<file path="src/hw/rtl/mpsm_pkg.sv">
// ----------------------------------------------------------------------------
// mpsm_pkg: shared definitions of the multi-pattern string matcher
// Sizes, item codes, status codes and the records passed between the parts.
// ----------------------------------------------------------------------------
package mpsm_pkg;

    // Trie and alphabet sizes.
    localparam int NODE_W       = 8;
    localparam int SYM_W        = 8;
    localparam int MAX_NODES    = 256;
    localparam int ALPHABET     = 256;
    localparam int MAX_PATTERNS = 64;
    localparam int GT_AW        = NODE_W + SYM_W;
    localparam int GT_DEPTH     = MAX_NODES * ALPHABET;
    localparam int CNT_W        = 7;
    localparam int PAT_W        = 7;
    localparam int TOT_W        = 32;

    // Item kinds.
    localparam logic [1:0] KIND_PAT   = 2'd0;
    localparam logic [1:0] KIND_END   = 2'd1;
    localparam logic [1:0] KIND_BUILD = 2'd2;
    localparam logic [1:0] KIND_TEXT  = 2'd3;

    // Result status codes.
    localparam logic [1:0] ST_OK    = 2'd0;
    localparam logic [1:0] ST_FULL  = 2'd1;
    localparam logic [1:0] ST_ORDER = 2'd2;

    // A classified input item.
    typedef struct packed {
        logic             is_pat;
        logic             is_end;
        logic             is_build;
        logic             is_text;
        logic [SYM_W-1:0] symbol;
        logic             last;
    } t_cmd;

    // One result item.
    typedef struct packed {
        logic [CNT_W-1:0] here;
        logic [TOT_W-1:0] total;
        logic [1:0]       status;
        logic             done;
    } t_res;

    // Engine status seen by the front.
    typedef struct packed {
        logic clearing;
    } t_eng_stat;

endpackage

</file>
<file path="src/hw/rtl/mpsm_res_q.sv">
// ----------------------------------------------------------------------------
// mpsm_res_q: result queue
// Two-entry queue that holds finished results until the consumer pops them.
// ----------------------------------------------------------------------------
module mpsm_res_q (
    input  logic           i_clk,
    input  logic           i_rst_n,
    input  logic           i_push,
    input  mpsm_pkg::t_res i_res,
    output logic           o_full,
    output logic           empty,
    input  logic           pop,
    output mpsm_pkg::t_res o_res
);

    mpsm_pkg::t_res r_q [2];
    logic           r_wp;
    logic           r_rp;
    logic [1:0]     r_cnt;
    logic           rel;

    assign o_full = (r_cnt == 2'd2);
    assign empty  = (r_cnt == 2'd0);
    assign rel    = pop && !empty;
    assign o_res  = r_q[r_rp];

    // Queue storage.
    always_ff @(posedge i_clk) begin
        if (i_push) begin
            r_q[r_wp] <= i_res;
        end
    end

    // Queue pointers.
    always_ff @(posedge i_clk) begin
        if (!i_rst_n) begin
            r_wp  <= 1'b0;
            r_rp  <= 1'b0;
            r_cnt <= 2'd0;
        end else begin
            if (i_push) begin
                r_wp <= ~r_wp;
            end
            if (rel) begin
                r_rp <= ~r_rp;
            end
            r_cnt <= r_cnt + {1'b0, i_push} - {1'b0, rel};
        end
    end

endmodule

</file>
<file path="config.mk">
export PLATFORM = sky130hd
export DESIGN_NAME = mpsm_res_q
export DESIGN_NICKNAME = d
export VERILOG_FILES = /design/src/hw/rtl/mpsm_pkg.sv /design/src/hw/rtl/mpsm_res_q.sv
export SDC_FILE = /design/constraint.sdc
export NUM_CORES = 1
export LEC_CHECK = 0
export ABC_CLOCK_PERIOD_IN_PS = 4400
export BUFFER_PORTS_ARGS = -buffer_cell sky130_fd_sc_hd__buf_2
export CAP_MARGIN = 20
export CORE_ASPECT_RATIO = 1.1
export CORE_MARGIN = 4
export CORE_UTILIZATION = 55
export CTS_CLUSTER_SIZE = 40
export DETAILED_ROUTE_END_ITERATION = 8
export GPL_TIMING_DRIVEN = 1
export PLACE_DENSITY = 0.83
export SYNTH_ARGS = -nofsm -noshare
export SYNTH_HDL_FRONTEND = slang
export SYNTH_SLANG_ARGS = --single-unit
</file>
<file path="constraint.sdc">
create_clock -name i_clk -period 4.4 [get_ports i_clk]
set_input_delay 0.22 -clock i_clk [delete_from_list [all_inputs] [get_ports i_clk]]
set_output_delay 0.22 -clock i_clk [all_outputs]
set_load 0.03 [all_outputs]
</file>
==> run metrics <==
Ant. Diodes=0; total CTS buffers=9; routed len/inst=16.3 um; global-route wire length before repair=8.67 mm; Overall Power=2.20 mW; Final #Nets=299; Warnings, synthesis=0; Chip Width=83.8 um; gpl congestion=0.737; sequential area share after synthesis=0.754; Static Leak=1.66 nW; Startpoint Class=register; overall routing resource usage=0.151; Power Density=529 nW/um2; root buf cell=clkbuf_8; final hold slack=0.0642 ns; FP Rows=30; Via Count=1,668; boundary pin count=90; Final ANT Viol Nets=0; initial antenna violation count=0; CP endpoint kind=primary output; vias in the first global route=1,779; DRC Markers=0; Peak VDD IR=0.408 mV; commonest non-fill, non-tap cell in the layout=buf_2; Worst Max-Slew Pin Slew=0.987 ns; crit path DAT=2.14 ns; largest net degree at the start of global routing=43; Worst R2R Setup Slack=2.78 ns; Core Footprint=6160 um2; setup TNS=0 ns; worst-path maximum fanout=23; Die Area=7660 um2; area grow syn2layout=19.8%; Setup Crit Path Kind=reg -> out; cell count after synthesis=154; initial cell density of the core=0.565; clock slew at reported path FFs=0.08 ns; Netlist cell types=17; fin crit share=0.536; area of the multi-input gates=767 um2; Max clock buf depth=2; #FFs+latches synth=89; maxcap violations=0; Required @ worst endpoint=4.18 ns; grt ovf=0; via/cell ratio=4.96; Syn Nets=202; non-filler cells, final=336; register area=2620 um2; Filler cells=449; final setup violation count=0; mapped cell area=3480 um2; CTS Sinks=89; Final Hold Fails=0; DRT Wirelength=5.46 mm; DRT iter0 DRCs=83; relative slew slack=0.342; Port-buffer cells=89; Max Fclk=424 MHz; Hold Crit Class=in -> reg; CTS tree=yes; Placed Instance Area=3960 um2; status=finished, final reports clean; Syn Area/Cell=22.6 um2; CTS Hold Buffers Added=0; Post-CTS Setup Bufs=0; Setup Skew=0.00531 ns; min Tclk post-route=2.36 ns; placed cell count=320; Die H=91.4 um; Post-CTS Resized=0; RSZ-0062 raised after global routing=no; H-tree Lvls=3; max-slew violation count=0; drt pass-1 iters=4; final std cell area, no fill=4170 um2; commonest non-fill, non-tap cells in the layout=buf_2 (89), edfxtp_1 (84), mux2_4 (40), clkbuf_8 (9), dfxtp_1 (4); layout cells sized above 1=0.582; Clock Latency Late Sink=0.34 ns
## cells in the mapped netlist
cell | count | area (um2)
ha_1 | 2 | 25.0
nand2_1 | 1 | 3.75
inv_1 | 2 | 7.51
o21a_1 | 1 | 7.51
nor2_1 | 1 | 3.75
dfxtp_1 | 5 | 100
mux2i_1 | 2 | 20.0
buf_12 | 4 | 80.1
buf_6 | 1 | 11.3
o21a_2 | 1 | 8.76
mux2_4 | 40 | 601
xnor3_1 | 1 | 22.5
edfxtp_1 | 84 | 2520
mux2_1 | 2 | 22.5
and2_1 | 2 | 12.5
nor2b_1 | 4 | 25.0
nand2b_1 | 1 | 6.26
## area by class of cell
cell class | instances | area share
Inverter | 2 | 0.00180
Tap cell | 80 | 0.0240
Clock buffer | 11 | 0.0315
Timing Repair Buffer | 91 | 0.110
Multi-Input combinational cell | 58 | 0.184
Clock inverter | 5 | 0.0192
Sequential cell | 89 | 0.629
## layer usage
layer | track usage | routed length, um | vias up
li1 | - | - | 789
met1 | 0.161 | 2050 | 809
met2 | 0.269 | 2970 | 56
met3 | 0.0345 | 278 | 14
met4 | 0.0912 | 162 | 0
met5 | 0 | 0 | -
## critical path, cell delays in order, from the launching register on
cell and delay, ns:
dfxtp_2 0.76, buf_4 0.50, mux2_1 0.36, buf_2 0.18
## flip-flops by register name (all words and copies together), names as in the netlist, named ones only
register	cells
r_rp	1
r_wp	1
r_q	84
r_cnt	2
## logic make-up after synthesis
| family | synth area share |
|---|---|
| and+or+nand+nor | 0.0147 |
| adders and majority gates | 0.00719 |
| buffers and inverters | 0.0284 |
| xor gates and xnor gates | 0.00647 |
| muxes | 0.185 |
| AOI/OAI and AO/OA | 0.00468 |
| DFF | 0.754 |
## worst paths after layout
| path | start | to | cells after the start |
|---|---|---|---|
| worst max-delay path | register | o_res[0] | 3 |
| worst min-delay path | i_res[4] | r_q[0][4] | 1 |
| worst max register to register | r_wp | r_q[0][13] | 2 |
| worst min register to register | r_rp | r_rp | 2 |
## stage by stage
step           setup slack, ns   util
2_1_floorplan             1.74      -
3_3_place_gp              2.39  0.643
3_5_place_dp              2.39  0.643
4_1_cts                   2.01  0.677
5_1_grt                   1.92  0.677
6_report                  2.04  0.677
## report_power, final
part	switching (mW)	internal (mW)	total [mW]	leakage, nW
Combinational	0.328	0.261	0.589	0.732
Sequential	0.0490	0.987	1.04	0.830
Clock	0.259	0.319	0.579	0.0995
Total	0.636	1.57	2.20	1.66
(Power assumes the default switching activity.)
