$ cat config.mk
export PLATFORM = sky130hd
export DESIGN_NAME = mpsm_front
export DESIGN_NICKNAME = d
export VERILOG_FILES = /design/src/hw/rtl/mpsm_pkg.sv /design/src/hw/rtl/mpsm_front.sv
export SDC_FILE = /design/constraint.sdc
export NUM_CORES = 1
export LEC_CHECK = 0
export BUFFER_PORTS_ARGS = -buffer_cell sky130_fd_sc_hd__buf_2
export CORE_MARGIN = 5
export CORE_UTILIZATION = 54
export CTS_CLUSTER_DIAMETER = 80
export CTS_CLUSTER_SIZE = 25
export DETAILED_ROUTE_END_ITERATION = 7
export PLACE_DENSITY_LB_ADDON = 0.25
export REMOVE_ABC_BUFFERS = 1
export SETUP_SLACK_MARGIN = 0.2
export SYNTH_ARGS = -nofsm -noshare
export SYNTH_HDL_FRONTEND = slang
export SYNTH_SLANG_ARGS = --single-unit
$ cat constraint.sdc
create_clock -name i_clk -period 2.4 [get_ports i_clk]
set_input_delay 0.24 -clock i_clk [delete_from_list [all_inputs] [get_ports i_clk]]
set_output_delay 0.24 -clock i_clk [all_outputs]
set_load 0.05 [all_outputs]
$ cat src/hw/rtl/mpsm_pkg.sv
// ----------------------------------------------------------------------------
// mpsm_pkg: shared definitions of the multi-pattern string matcher
// Sizes, item codes, status codes and the records passed between the parts.
// ----------------------------------------------------------------------------
package mpsm_pkg;

    // Trie and alphabet sizes.
    localparam int NODE_W       = 8;
    localparam int SYM_W        = 8;
    localparam int MAX_NODES    = 256;
    localparam int ALPHABET     = 256;
    localparam int MAX_PATTERNS = 64;
    localparam int GT_AW        = NODE_W + SYM_W;
    localparam int GT_DEPTH     = MAX_NODES * ALPHABET;
    localparam int CNT_W        = 7;
    localparam int PAT_W        = 7;
    localparam int TOT_W        = 32;

    // Item kinds.
    localparam logic [1:0] KIND_PAT   = 2'd0;
    localparam logic [1:0] KIND_END   = 2'd1;
    localparam logic [1:0] KIND_BUILD = 2'd2;
    localparam logic [1:0] KIND_TEXT  = 2'd3;

    // Result status codes.
    localparam logic [1:0] ST_OK    = 2'd0;
    localparam logic [1:0] ST_FULL  = 2'd1;
    localparam logic [1:0] ST_ORDER = 2'd2;

    // A classified input item.
    typedef struct packed {
        logic             is_pat;
        logic             is_end;
        logic             is_build;
        logic             is_text;
        logic [SYM_W-1:0] symbol;
        logic             last;
    } t_cmd;

    // One result item.
    typedef struct packed {
        logic [CNT_W-1:0] here;
        logic [TOT_W-1:0] total;
        logic [1:0]       status;
        logic             done;
    } t_res;

    // Engine status seen by the front.
    typedef struct packed {
        logic clearing;
    } t_eng_stat;

endpackage

$ cat src/hw/rtl/mpsm_front.sv
// ----------------------------------------------------------------------------
// mpsm_front: input queue and classifier
// Accepts input beats, decodes the kind and holds them in a two-entry queue.
// ----------------------------------------------------------------------------
module mpsm_front (
    input  logic                        i_clk,
    input  logic                        i_rst_n,
    input  logic                        push,
    output logic                        full,
    input  logic [1:0]                  i_kind,
    input  logic [mpsm_pkg::SYM_W-1:0]  i_symbol,
    input  logic                        i_text_last,
    input  mpsm_pkg::t_eng_stat         i_stat,
    output logic                        o_cmd_valid,
    output mpsm_pkg::t_cmd              o_cmd,
    input  logic                        i_cmd_pop
);

    mpsm_pkg::t_cmd r_q [2];
    logic           r_wp;
    logic           r_rp;
    logic [1:0]     r_cnt;
    mpsm_pkg::t_cmd dec;
    logic           acc;
    logic           rel;

    // Classify the incoming beat.
    always_comb begin
        dec        = '0;
        dec.symbol = i_symbol;
        dec.last   = i_text_last;
        unique case (i_kind)
            mpsm_pkg::KIND_PAT:   dec.is_pat   = 1'b1;
            mpsm_pkg::KIND_END:   dec.is_end   = 1'b1;
            mpsm_pkg::KIND_BUILD: dec.is_build = 1'b1;
            mpsm_pkg::KIND_TEXT:  dec.is_text  = 1'b1;
            default:              dec.is_text  = 1'b1;
        endcase
    end

    // Queue handshake; no beat is taken while the memories are cleared.
    assign full        = (r_cnt == 2'd2) || i_stat.clearing;
    assign acc         = push && !full;
    assign o_cmd_valid = (r_cnt != 2'd0);
    assign rel         = i_cmd_pop && o_cmd_valid;
    assign o_cmd       = r_q[r_rp];

    // Queue storage.
    always_ff @(posedge i_clk) begin
        if (acc) begin
            r_q[r_wp] <= dec;
        end
    end

    // Queue pointers.
    always_ff @(posedge i_clk) begin
        if (!i_rst_n) begin
            r_wp  <= 1'b0;
            r_rp  <= 1'b0;
            r_cnt <= 2'd0;
        end else begin
            if (acc) begin
                r_wp <= ~r_wp;
            end
            if (rel) begin
                r_rp <= ~r_rp;
            end
            r_cnt <= r_cnt + {1'b0, acc} - {1'b0, rel};
        end
    end

endmodule

==> out/metrics.yaml <==
status: "completed"
fp.dieH_um: 57.3
postCtsHoldBufs: 0
p_per_area_mw_per_mm2: 1030
synth_cells: 70
fin_ws_ps: 524
io_buffers: 30
dr.pass1.iters: 4
clock_skew_ps: 5.36
cts.htree.levels: 2
postCtsSetupRepairBufs: 0
cp-start-kind: "flop"
globalRouteOverflowTotal: 0
drcViolationCount: 0
synth-seq-area-share_pct: 72.9
pre_cts_slack_ps: 724
setup_violations: 0
rsz0062_at_grt: "false"
yosys.cell_types.count: 16
p_leak_nw: 0.582
max_slew_margin_pct: 61.0
avgSynthCellArea_um2: 17.3
globalRouteTotalUtil_pct: 13.1
fp.dieW_um: 57.3
routedWlPerCell_um: 13.2
finalHoldViolCount: 0
drt-total-wl_mm: 1.82
placed_area_mm2: 0.00141
arrival_ps: 1640
synth-edff-count: 26
grt_pass1_wl_mm: 3.13
drive_gt1_share_pct: 50.0
grt_pass1_vias: 736
coreArea_mm2: 0.00217
fmax_mhz: 533
grt_start_max_net_pins: 14
ys_seq_elements: 31
worstPathMaxFanout: 13
fin_crit_ps: 1880
worst_slew_pin_slew_ps: 585
cap_violations: 0
multi_input_area_um2: 309
antenna_cells: 0
viasPerCell: 4.88
clock-sinks: 31
async_flop_share_pct: 0
finalInstanceArea_mm2: 0.00146
period_share_pct: 78.2
cts-root-buf: "clkbuf_4"
netlist_area_mm2: 0.00121
dieArea_mm2: 0.00328
cts_tree: "built"
rows: 17
boundaryPins: 31
postCtsResizedCells: 0
drv_slew: 0
hold_class: "input pin to flop"
via_count: 673
gp_congestion: 0.672
area_growth_pct: 21.1
regArea_um2: 881
drtIter0Drc: 16
antenna_found_initial: 0
cp-end-kind: "primary output"
clk-insertion-delay-late_ps: 320
nNetsFinal: 127
p_total_w: 0.00151
start_util_pct: 55.7
clkTransAtPathRegs_ps: 90
detail-route-antenna-nets: 0
critical_path_class: "flop to primary output"
dpl.hpwl_mm: 1.34
yosys_warnings: 0
vdd_drop_max_mv: 0.747
synthFlopType: "edfxtp_1"
clock_path_buffers: 2
cts_buffers: 5
required_ps: 2160
fill_cells: 185
fin_tns_setup_ps: 0
power breakdown:
group	switching (W)	internal [W]	total (W)	leakage, nW
registers	0.0000475	0.000643	0.000690	0.281
clock network	0.000159	0.000140	0.000299	0.0329
logic	0.000340	0.000176	0.000516	0.268
total	0.000546	0.000959	0.00151	0.582
area by class of cell:
cell class,count,area share (%)
Sequential cell,31,60.2
Inverter,2,0.513
Tap cell,28,2.39
Clock buffer,7,3.76
Clock inverter,1,0.256
Timing Repair Buffer,33,11.8
Multi-Input combinational cell,36,21.1
cells by family after synthesis:
group                    synth area share [%]
AND/OR/NAND/NOR                          7.66
buffers and inverters                    1.55
AO/OA/AOI/OAI                           0.725
flip-flops                               72.9
XOR/XNOR                                 2.17
adder cells (fa/ha/maj)                  2.07
multiplexers                             12.9
synth_stat cells, types with 2 or more instances:
library cell / instances / area (um2)
and2_1: 3 / 18.8
nand2_1: 2 / 7.51
nor2b_1: 4 / 25.0
dfxtp_1: 5 / 100
xnor2_1: 3 / 26.3
inv_1: 2 / 7.51
edfxtp_1: 26 / 781
nand2b_1: 2 / 12.5
mux2_2: 13 / 146
nor2_1: 3 / 11.3
ha_1: 2 / 25.0
cells in the final DEF, fill, tap and decap left out:
| master | instances |
|---|---|
| and2_1 | 3 |
| buf_2 | 30 |
| buf_4 | 3 |
| clkbuf_1 | 1 |
| clkbuf_4 | 5 |
| clkbuf_8 | 1 |
| clkinv_1 | 1 |
| dfxtp_1 | 5 |
| edfxtp_1 | 26 |
| ha_1 | 2 |
| inv_1 | 2 |
| mux2_2 | 13 |
| mux2i_1 | 1 |
| nand2_1 | 2 |
| nand2b_1 | 2 |
| nand3b_2 | 1 |
| nor2_1 | 3 |
| nor2b_1 | 4 |
| o21a_2 | 1 |
| or2_2 | 1 |
| xnor2_1 | 3 |
worst max-delay path, cell delays in order (launching register included):
cell and delay [ps]:
dfxtp_1 700, mux2_2 400, buf_2 210
flip-flops by register name (all words and copies together), names as in the netlist, named ones only:
name / cells
r_cnt: 2
r_q: 26
r_rp: 1
r_wp: 1
metrics by stage:
stage / hold slack [ps] / std cells / util [%]
floorplan: 339 / 69 / -
global placement: 429 / 130 / 64.8
detailed placement: 433 / 130 / 64.8
CTS: 90.1 / 138 / 67.5
global route: 78.2 / 138 / 67.5
finish: 103 / 138 / 67.5
worst paths after layout:
path	startpoint	end	slack, ps	cells past startpoint
worst min register to register	r_wp	r_wp	480	2
worst max register to register	r_cnt[0]	r_cnt[1]	740	8
worst max-delay path	flop	o_cmd[0]	520	2
worst min-delay path	i_symbol[4]	r_q[1][5]	100	1
per-layer routing:
layer	vias up	part of all wire (%)	global-route usage (%)
li1	334	-	-
met1	312	35	12.2
met2	23	54	23.0
met3	4	10	7.69
met4	0	1.5	5.96
met5	-	0	0
No activity file was read; power rests on OpenSTA's default activity.
